File: config.mk
export PLATFORM = sky130hd
export DESIGN_NAME = progress_ramp_controller
export DESIGN_NICKNAME = d
export VERILOG_FILES = /design/src/rtl/core/prc_pkg.sv /design/src/rtl/core/prc_step.sv /design/src/rtl/core/progress_ramp_controller.sv
export SDC_FILE = /design/constraint.sdc
export NUM_CORES = 1
export LEC_CHECK = 0
export BUFFER_PORTS_ARGS = -buffer_cell sky130_fd_sc_hd__buf_4
export CORE_AREA = 4 4 190 192
export CTS_BUF_LIST = sky130_fd_sc_hd__clkbuf_2
export CTS_CLUSTER_DIAMETER = 40
export DETAILED_ROUTE_END_ITERATION = 6
export DIE_AREA = 0 0 194 196
export MAX_ROUTING_LAYER = met4
export PLACE_DENSITY = 0.77
export SKIP_LAST_GASP = 1
export SLEW_MARGIN = 20
export SYNTH_ARGS = -nofsm -noshare
export SYNTH_HDL_FRONTEND = slang
export SYNTH_SLANG_ARGS = --single-unit
File: constraint.sdc
create_clock -name clk -period 15.4 [get_ports clk]
set_clock_uncertainty 0.1 [all_clocks]
set_input_delay 2.31 -clock clk [delete_from_list [all_inputs] [get_ports clk]]
set_output_delay 2.31 -clock clk [all_outputs]
set_load 0.03 [all_outputs]
File: src/rtl/core/prc_pkg.sv
// types and constants shared by the progress ramp controller
package prc_pkg;

    localparam int LEVEL_W   = 17;
    localparam int ELAPSED_W = 16;
    localparam int RATE_W    = 16;
    localparam int STEP_W    = RATE_W + ELAPSED_W;
    localparam int OP_W      = 3;
    localparam int STATUS_W  = 2;
    localparam int CFG_IDX_W = 2;
    localparam int CFG_DATA_W = 16;

    localparam logic [OP_W-1:0] OP_TICK    = 3'd0;
    localparam logic [OP_W-1:0] OP_ANIMATE = 3'd1;
    localparam logic [OP_W-1:0] OP_REPEAT  = 3'd2;
    localparam logic [OP_W-1:0] OP_JUMP    = 3'd3;
    localparam logic [OP_W-1:0] OP_STOP    = 3'd4;

    localparam logic [STATUS_W-1:0] ST_DISMISSED = 2'd0;
    localparam logic [STATUS_W-1:0] ST_FORWARD   = 2'd1;
    localparam logic [STATUS_W-1:0] ST_REVERSE   = 2'd2;
    localparam logic [STATUS_W-1:0] ST_COMPLETED = 2'd3;

    localparam logic [CFG_IDX_W-1:0] CFG_STEP_RATE = 2'd0;
    localparam logic [CFG_IDX_W-1:0] CFG_INSTANT   = 2'd1;

    localparam logic [RATE_W-1:0] STEP_RATE_RESET = 16'd656;

    typedef struct packed {
        logic [OP_W-1:0]      op;
        logic [LEVEL_W-1:0]   position;
        logic [ELAPSED_W-1:0] elapsed;
        logic                 bounce;
    } in_t;

    typedef struct packed {
        logic [LEVEL_W-1:0]  level;
        logic [STATUS_W-1:0] phase_status;
        logic                level_changed;
        logic                status_changed;
        logic                running;
    } out_t;

    typedef struct packed {
        logic [STATUS_W-1:0] status;
        logic                repeating;
        logic                bouncing;
        logic                active;
    } flags_t;

endpackage

File: src/rtl/core/prc_step.sv
// next-state and result logic for one command
module prc_step
    import prc_pkg::*;
#(
    parameter int FRACTION_BITS = 16
) (
    input  in_t                    item,
    input  logic [RATE_W-1:0]      step_rate,
    input  logic                   instant,
    input  logic [FRACTION_BITS:0] progress,
    input  logic [FRACTION_BITS:0] goal,
    input  logic [FRACTION_BITS:0] phase,
    input  flags_t                 flags,
    output logic [FRACTION_BITS:0] progress_next,
    output logic [FRACTION_BITS:0] goal_next,
    output logic [FRACTION_BITS:0] phase_next,
    output flags_t                 flags_next,
    output out_t                   result
);

    localparam int PW = FRACTION_BITS + 1;
    localparam int CW = ((PW > STEP_W) ? PW : STEP_W) + 1;
    localparam logic [PW-1:0] ONE_P     = PW'(1) << FRACTION_BITS;
    localparam logic [CW-1:0] ONE_C     = CW'(1) << FRACTION_BITS;
    localparam logic [PW-1:0] WRAP_MASK = ONE_P - PW'(1);
    localparam logic [PW:0]   TWO_P     = (PW+1)'(1) << PW;

    logic [STEP_W-1:0] prod;
    logic [PW-1:0]     step_run;
    logic [PW-1:0]     step_rep;
    logic [PW-1:0]     rep_sum;
    logic [PW-1:0]     rep_phase;
    logic              rep_rev;
    logic [PW-1:0]     rep_level;
    logic              up;
    logic [PW-1:0]     span;
    logic              hit;
    logic [PW-1:0]     run_level;
    logic [PW-1:0]     pos_clamp;

    function automatic logic [STATUS_W-1:0] settle(input logic [PW-1:0] lvl,
                                                   input logic [STATUS_W-1:0] st);
        logic [STATUS_W-1:0] r;
        r = st;
        if (lvl == '0)
            r = ST_DISMISSED;
        else if (lvl >= ONE_P)
            r = ST_COMPLETED;
        else if (st == ST_FORWARD)
            r = ST_COMPLETED;
        else if (st == ST_REVERSE)
            r = ST_DISMISSED;
        return r;
    endfunction

    assign prod = {{(STEP_W-ELAPSED_W){1'b0}}, item.elapsed}
                * {{(STEP_W-RATE_W){1'b0}}, step_rate};

    // single run: step clamped at one
    assign step_run = instant ? ONE_P
                    : ((CW'(prod) > ONE_C) ? ONE_P : prod[PW-1:0]);
    // repeat: step not clamped; without bounce only the bits below the mask matter
    assign step_rep = instant ? ONE_P : prod[PW-1:0];

    assign rep_sum   = phase + step_rep;
    assign rep_phase = flags.bouncing ? rep_sum : (rep_sum & WRAP_MASK);
    assign rep_rev   = flags.bouncing && (rep_phase > ONE_P);
    assign rep_level = PW'(TWO_P - {1'b0, rep_phase});

    assign up        = goal > progress;
    assign span      = up ? (goal - progress) : (progress - goal);
    assign hit       = step_run >= span;
    assign run_level = up ? (progress + step_run) : (progress - step_run);

    assign pos_clamp = (CW'(item.position) > ONE_C) ? ONE_P : PW'(item.position);

    always_comb
    begin
        progress_next = progress;
        goal_next     = goal;
        phase_next    = phase;
        flags_next    = flags;
        case (item.op)
            OP_TICK:
            begin
                if (flags.active)
                begin
                    if (flags.repeating)
                    begin
                        phase_next = rep_phase;
                        if (rep_rev)
                        begin
                            flags_next.status = ST_REVERSE;
                            progress_next     = rep_level;
                        end
                        else
                        begin
                            flags_next.status = ST_FORWARD;
                            progress_next     = rep_phase;
                        end
                    end
                    else if (hit)
                    begin
                        progress_next     = goal;
                        flags_next.active = 1'b0;
                        flags_next.status = settle(goal, flags.status);
                    end
                    else
                    begin
                        progress_next = run_level;
                    end
                end
            end
            OP_ANIMATE:
            begin
                flags_next.repeating = 1'b0;
                goal_next            = pos_clamp;
                if (pos_clamp == progress)
                begin
                    flags_next.active = 1'b0;
                    flags_next.status = settle(progress, flags.status);
                end
                else
                begin
                    flags_next.status = (pos_clamp > progress) ? ST_FORWARD : ST_REVERSE;
                    flags_next.active = 1'b1;
                end
            end
            OP_REPEAT:
            begin
                flags_next.repeating = 1'b1;
                flags_next.bouncing  = item.bounce;
                phase_next           = progress;
                flags_next.status    = ST_FORWARD;
                flags_next.active    = 1'b1;
            end
            OP_JUMP:
            begin
                flags_next.repeating = 1'b0;
                goal_next            = pos_clamp;
                progress_next        = pos_clamp;
                flags_next.active    = 1'b0;
                flags_next.status    = settle(pos_clamp, flags.status);
            end
            OP_STOP:
            begin
                flags_next.repeating = 1'b0;
                goal_next            = progress;
                flags_next.active    = 1'b0;
                flags_next.status    = settle(progress, flags.status);
            end
            default:
            begin
                flags_next = flags;
            end
        endcase
    end

    assign result.level          = LEVEL_W'(progress_next);
    assign result.phase_status   = flags_next.status;
    assign result.level_changed  = progress_next != progress;
    assign result.status_changed = flags_next.status != flags.status;
    assign result.running        = flags_next.active;

endmodule

File: src/rtl/core/progress_ramp_controller.sv
// progress ramp controller top level: input register, step logic, result register
//
// in_valid/in_ready carry one command per transaction (tick, animate to,
// repeat, jump to, stop); out_valid/out_ready return exactly one result per
// command, in order. cfg_valid/cfg_ready write step_rate (index 0) or
// instant (index 1); cfg_ready is always high and writes are meant to land
// while no command is in flight.
// a command accepted into the input register has its result written to the
// result register once that register is free, and out_valid rises with it.
// throughput: one command per cycle while out_ready holds, set by the single
// pass of the 16x16 step multiply, compare and add between the two registers.
// a stalled receiver holds the result register; the input register then
// fills and in_ready drops until out_ready returns.
// reset: progress 0, goal 0, phase 0, dismissed, ticker off,
// step_rate 656, instant 0; no transaction pending on either side.
module progress_ramp_controller
    import prc_pkg::*;
#(
    parameter int FRACTION_BITS = 16
) (
    input  logic                  clk,
    input  logic                  rst_n,
    input  logic                  in_valid,
    output logic                  in_ready,
    input  in_t                   in_data,
    output logic                  out_valid,
    input  logic                  out_ready,
    output out_t                  out_data,
    input  logic                  cfg_valid,
    output logic                  cfg_ready,
    input  logic [CFG_IDX_W-1:0]  cfg_index,
    input  logic [CFG_DATA_W-1:0] cfg_data
);

    localparam int PW = FRACTION_BITS + 1;

    logic [RATE_W-1:0] step_rate_reg;
    logic              instant_reg;
    logic [PW-1:0]     progress_reg;
    logic [PW-1:0]     goal_reg;
    logic [PW-1:0]     phase_reg;
    flags_t            flags_reg;
    in_t               item_reg;
    logic              item_valid_reg;
    out_t              result_reg;
    logic              result_valid_reg;

    logic [PW-1:0]     progress_next;
    logic [PW-1:0]     goal_next;
    logic [PW-1:0]     phase_next;
    flags_t            flags_next;
    out_t              result_next;
    logic              advance;

    assign advance   = item_valid_reg && (!result_valid_reg || out_ready);
    assign in_ready  = !item_valid_reg || advance;
    assign out_valid = result_valid_reg;
    assign out_data  = result_reg;
    assign cfg_ready = 1'b1;

    prc_step #(
        .FRACTION_BITS (FRACTION_BITS)
    ) u_step (
        .item          (item_reg),
        .step_rate     (step_rate_reg),
        .instant       (instant_reg),
        .progress      (progress_reg),
        .goal          (goal_reg),
        .phase         (phase_reg),
        .flags         (flags_reg),
        .progress_next (progress_next),
        .goal_next     (goal_next),
        .phase_next    (phase_next),
        .flags_next    (flags_next),
        .result        (result_next)
    );

    // configuration registers
    always_ff @(posedge clk or negedge rst_n)
    begin
        if (!rst_n)
        begin
            step_rate_reg <= STEP_RATE_RESET;
            instant_reg   <= 1'b0;
        end
        else if (cfg_valid && cfg_ready)
        begin
            case (cfg_index)
                CFG_STEP_RATE: step_rate_reg <= RATE_W'(cfg_data);
                CFG_INSTANT:   instant_reg   <= cfg_data[0];
                default:       instant_reg   <= instant_reg;
            endcase
        end
    end

    // ramp state
    always_ff @(posedge clk or negedge rst_n)
    begin
        if (!rst_n)
        begin
            progress_reg <= '0;
            goal_reg     <= '0;
            phase_reg    <= '0;
            flags_reg    <= '{status: ST_DISMISSED, repeating: 1'b0,
                              bouncing: 1'b0, active: 1'b0};
        end
        else if (advance)
        begin
            progress_reg <= progress_next;
            goal_reg     <= goal_next;
            phase_reg    <= phase_next;
            flags_reg    <= flags_next;
        end
    end

    // handshake control
    always_ff @(posedge clk or negedge rst_n)
    begin
        if (!rst_n)
        begin
            item_valid_reg   <= 1'b0;
            result_valid_reg <= 1'b0;
        end
        else
        begin
            if (in_ready)
                item_valid_reg <= in_valid;
            if (advance)
                result_valid_reg <= 1'b1;
            else if (out_ready)
                result_valid_reg <= 1'b0;
        end
    end

    // payload registers
    always_ff @(posedge clk)
    begin
        if (in_valid && in_ready)
            item_reg <= in_data;
        if (advance)
            result_reg <= result_next;
    end

endmodule
==> qor.json <==
{
  "reg2regPathDepth": {"value": 33},
  "numCtsBuffers": {"value": 17},
  "mean_post_synth_cell_area": {"value": 8.421, "unit": "um2"},
  "synthMostInstantiatedCell": {"value": "nand2_1"},
  "post_synth_instance_area": {"value": 0.02043, "unit": "mm2"},
  "finalNetCount": {"value": 2899},
  "final.period_utilization": {"value": 0.8104},
  "hold_buffers": {"value": 0},
  "vias_in_the_first_global_route": {"value": 18630},
  "boundary_pin_count": {"value": 85},
  "path_common_cell": {"value": "fa_1"},
  "min_path_cells": {"value": 1},
  "dp_cell_count": {"value": 2871},
  "compound_gate_portion_of_the_synthesized_area": {"value": 0.1754},
  "synthSimpleGateAreaFrac": {"value": 0.1940},
  "start_util": {"value": 0.5944},
  "synth.area.mux_share": {"value": 0.02940},
  "finish.cell_count_without_fillers": {"value": 2904},
  "cts.sinks": {"value": 134},
  "synthToLayoutAreaGrowth": {"value": 5.947, "unit": "%"},
  "standard_cell_row_count": {"value": 68},
  "grt_first_pass_wirelength": {"value": 103.5, "unit": "mm"},
  "synthAdderAreaFrac": {"value": 0.3202},
  "ctsHtreeMaxLevel": {"value": 4},
  "holdCritStartpoint": {"value": "item_reg[0]"},
  "fp.coreArea": {"value": 0.03437, "unit": "mm2"},
  "ys_top_cells_by_area": {"value": "fa_1 19%, ha_1 13%, dfrtp_1 8.8%"},
  "detail_route.vias_per_cell": {"value": 6.333},
  "routabilityCongestion": {"value": 1.084},
  "synthDominantCellAreaShare": {"value": 0.1940},
  "die_area": {"value": 0.03802, "unit": "mm2"},
  "max_freq": {"value": 0.08013, "unit": "GHz"},
  "setup_tns": {"value": 0, "unit": "ns"},
  "tritoncts_clock_tree": {"value": "built"},
  "cts_resized": {"value": 0},
  "slowest_stage": {"value": "dfrtp_1"},
  "critPathKind": {"value": "flop to flop"},
  "die_height": {"value": 196, "unit": "um"},
  "timing.final.setup_violations": {"value": 0},
  "cts_root_buffer": {"value": "clkbuf_2"},
  "critical_path_arrival": {"value": 13.05, "unit": "ns"},
  "number_of_synthesized_flops_with_an_enable_pin": {"value": 59},
  "yosysSeqAreaShare": {"value": 0.1788},
  "synth.cells.most_frequent": {"value": "312 x nand2_1, 283 x inv_1, 206 x ha_1"},
  "critPathRequiredTime": {"value": 15.97, "unit": "ns"},
  "drv.max_cap_violation_count": {"value": 0},
  "report.final.slew_viol_count": {"value": 0},
  "antenna_found_initial": {"value": 2},
  "tritonroute_pass_1_iters": {"value": 6},
  "grt_setup_unrepaired": {"value": "false"},
  "report.final.hold_viol_count": {"value": 0},
  "place.port_buffers": {"value": 83},
  "finalWirelength": {"value": 65.23, "unit": "mm"},
  "final_core_util": {"value": 0.6297},
  "yosys_warnings": {"value": 0},
  "start_kind": {"value": "flop"},
  "dr_vias": {"value": 18390},
  "synth_seq_cells": {"value": 134},
  "detailedRoute.firstIterationViolations": {"value": 1784},
  "max_stage_delay": {"value": 0.90, "unit": "ns"},
  "drt_drc_violations_left": {"value": 0},
  "period_minus_slack": {"value": 12.48, "unit": "ns"},
  "critical_path_end_type": {"value": "flop"},
  "pin_count_of_the_biggest_net_entering_global_routing": {"value": 47},
  "asyncSetResetFlopFracSynth": {"value": 0.5597},
  "cts_setup_buffers": {"value": 0},
  "outcome": {"value": "finished clean"},
  "maxSlewHeadroom": {"value": 0.2559},
  "synth_cells": {"value": 2426},
  "syn_nets": {"value": 2890},
  "timing.rr.start": {"value": "step_rate_reg[10]"},
  "worstSetupStartpoint": {"value": "step_rate_reg[10]"},
  "final_global_route_overflow_total": {"value": 0},
  "synth_top_family_by_area": {"value": "adder cells"},
  "share_of_cells_above_drive_strength_1": {"value": 0.07802},
  "grt.total_usage": {"value": 0.3534},
  "worstSkewPairLatency": {"value": 0.91, "unit": "ns"},
  "type_of_the_tightest_min_delay_check": {"value": "flop to flop"},
  "yosysUniqueCellTypes": {"value": 86},
  "synth-main-ff-cell": {"value": "dfrtp_1"},
  "max_slew.worst_pin.slew": {"value": 1.116, "unit": "ns"},
  "wire_per_inst": {"value": 22.46, "unit": "um"},
  "clockBufferDepth": {"value": 2},
  "worst_setup_hold_path_clk_slew": {"value": 0.34, "unit": "ns"},
  "chip_width": {"value": 194, "unit": "um"},
  "postRouteAntennaNets": {"value": 0},
  "largest_register_ffs": {"value": 37},
  "post_synthesis_cell_type_with_the_largest_combined_area": {"value": "fa_1"},
  "yosys.area_share.xor_xnor": {"value": 0.02897},
  "hpwlAfterDp": {"value": 51.84, "unit": "mm"},
  "critical_path_fanouts_max": {"value": 30}
}
## worst max-delay path, delay by kind of cell (launching register included)
| family | cells | cell delay, ns |
|---|---|---|
| AO/OA/AOI/OAI | 13 | 3.96 |
| adder cells (fa/ha/maj) | 8 | 3.78 |
| buffers and inverters | 3 | 0.15 |
| flip-flops | 1 | 0.90 |
| multiplexers | 1 | 0.40 |
| AND/OR/NAND/NOR | 8 | 2.94 |
## final cells by class
cell class | instances | area [um2]
well taps | 455 | 569.3
multi-input cells | 1895 | 15300
clock inverters | 14 | 186.4
clock buffers | 18 | 90.09
diodes | 1 | 2.502
repair buffers | 103 | 773.2
flip-flops and latches | 134 | 3652
inverters | 284 | 1066
fillers | 3024 | 12730
## metal layers
metal | share of wire | GRT usage | vias to the layer above | routed length [um]
li1 | - | - | 8338 | -
met1 | 0.38 | 0.4186 | 8884 | 24640
met2 | 0.48 | 0.5848 | 923 | 31360
met3 | 0.072 | 0.05204 | 246 | 4706
met4 | 0.069 | 0.1935 | 0 | 4525
met5 | 0 | - | - | 0
## cell usage in the layout, fill, tap and decap left out, types with 8 or more instances in the layout
master / count
a2111oi_0: 12
a211o_1: 9
a211oi_1: 25
a21boi_0: 8
a21o_1: 37
a21oi_1: 150
a221oi_1: 8
a22oi_1: 10
a31oi_1: 17
and2_1: 138
and3_1: 10
buf_4: 103
clkbuf_2: 18
dfrtp_1: 72
edfxtp_1: 59
fa_1: 198
ha_1: 206
inv_1: 283
mux2_2: 24
mux2i_1: 33
nand2_1: 312
nand2b_1: 14
nand3_1: 30
nand4_1: 33
nor2_1: 147
nor2b_1: 26
nor3_1: 27
nor4_1: 19
o211ai_1: 17
o21a_1: 20
o21ai_0: 125
o21bai_1: 16
o31ai_1: 15
or2_2: 10
or3_1: 12
xnor2_1: 42
xor2_1: 23
## cell families after synthesis
kind of cell             Yosys count
AND/OR/NAND/NOR                  816
AO/OA/AOI/OAI                    551
adder cells (fa/ha/maj)          404
buffers and inverters            397
flip-flops                       134
XOR/XNOR                          66
multiplexers                      57
other                              1
## worst paths after layout
check                      slack, ns                to
hold reg to reg                 0.41      flags_reg[1]
hold / removal                  0.41      flags_reg[1]
setup / recovery                2.92       out_data[2]
min in group asynchronous       1.20  progress_reg[13]
setup reg to reg                2.92       out_data[2]
max in group asynchronous      12.85  step_rate_reg[8]
## metrics by stage
step                      instance area [um2]  hold slack [ns]  setup WS [ns]
after detailed placement                21360           0.3747          3.169
after CTS                               21640           0.4203          3.164
after global placement                  21360           0.3703          3.442
final                                   21640           0.4137          2.920
after global routing                    21640           0.4416          2.398
after floorplan                         20430           0.3516          4.389
Power is left out: the tool's default activity adds up to more than one toggle a clock period on the data nets, which glitch-free logic cannot reach.
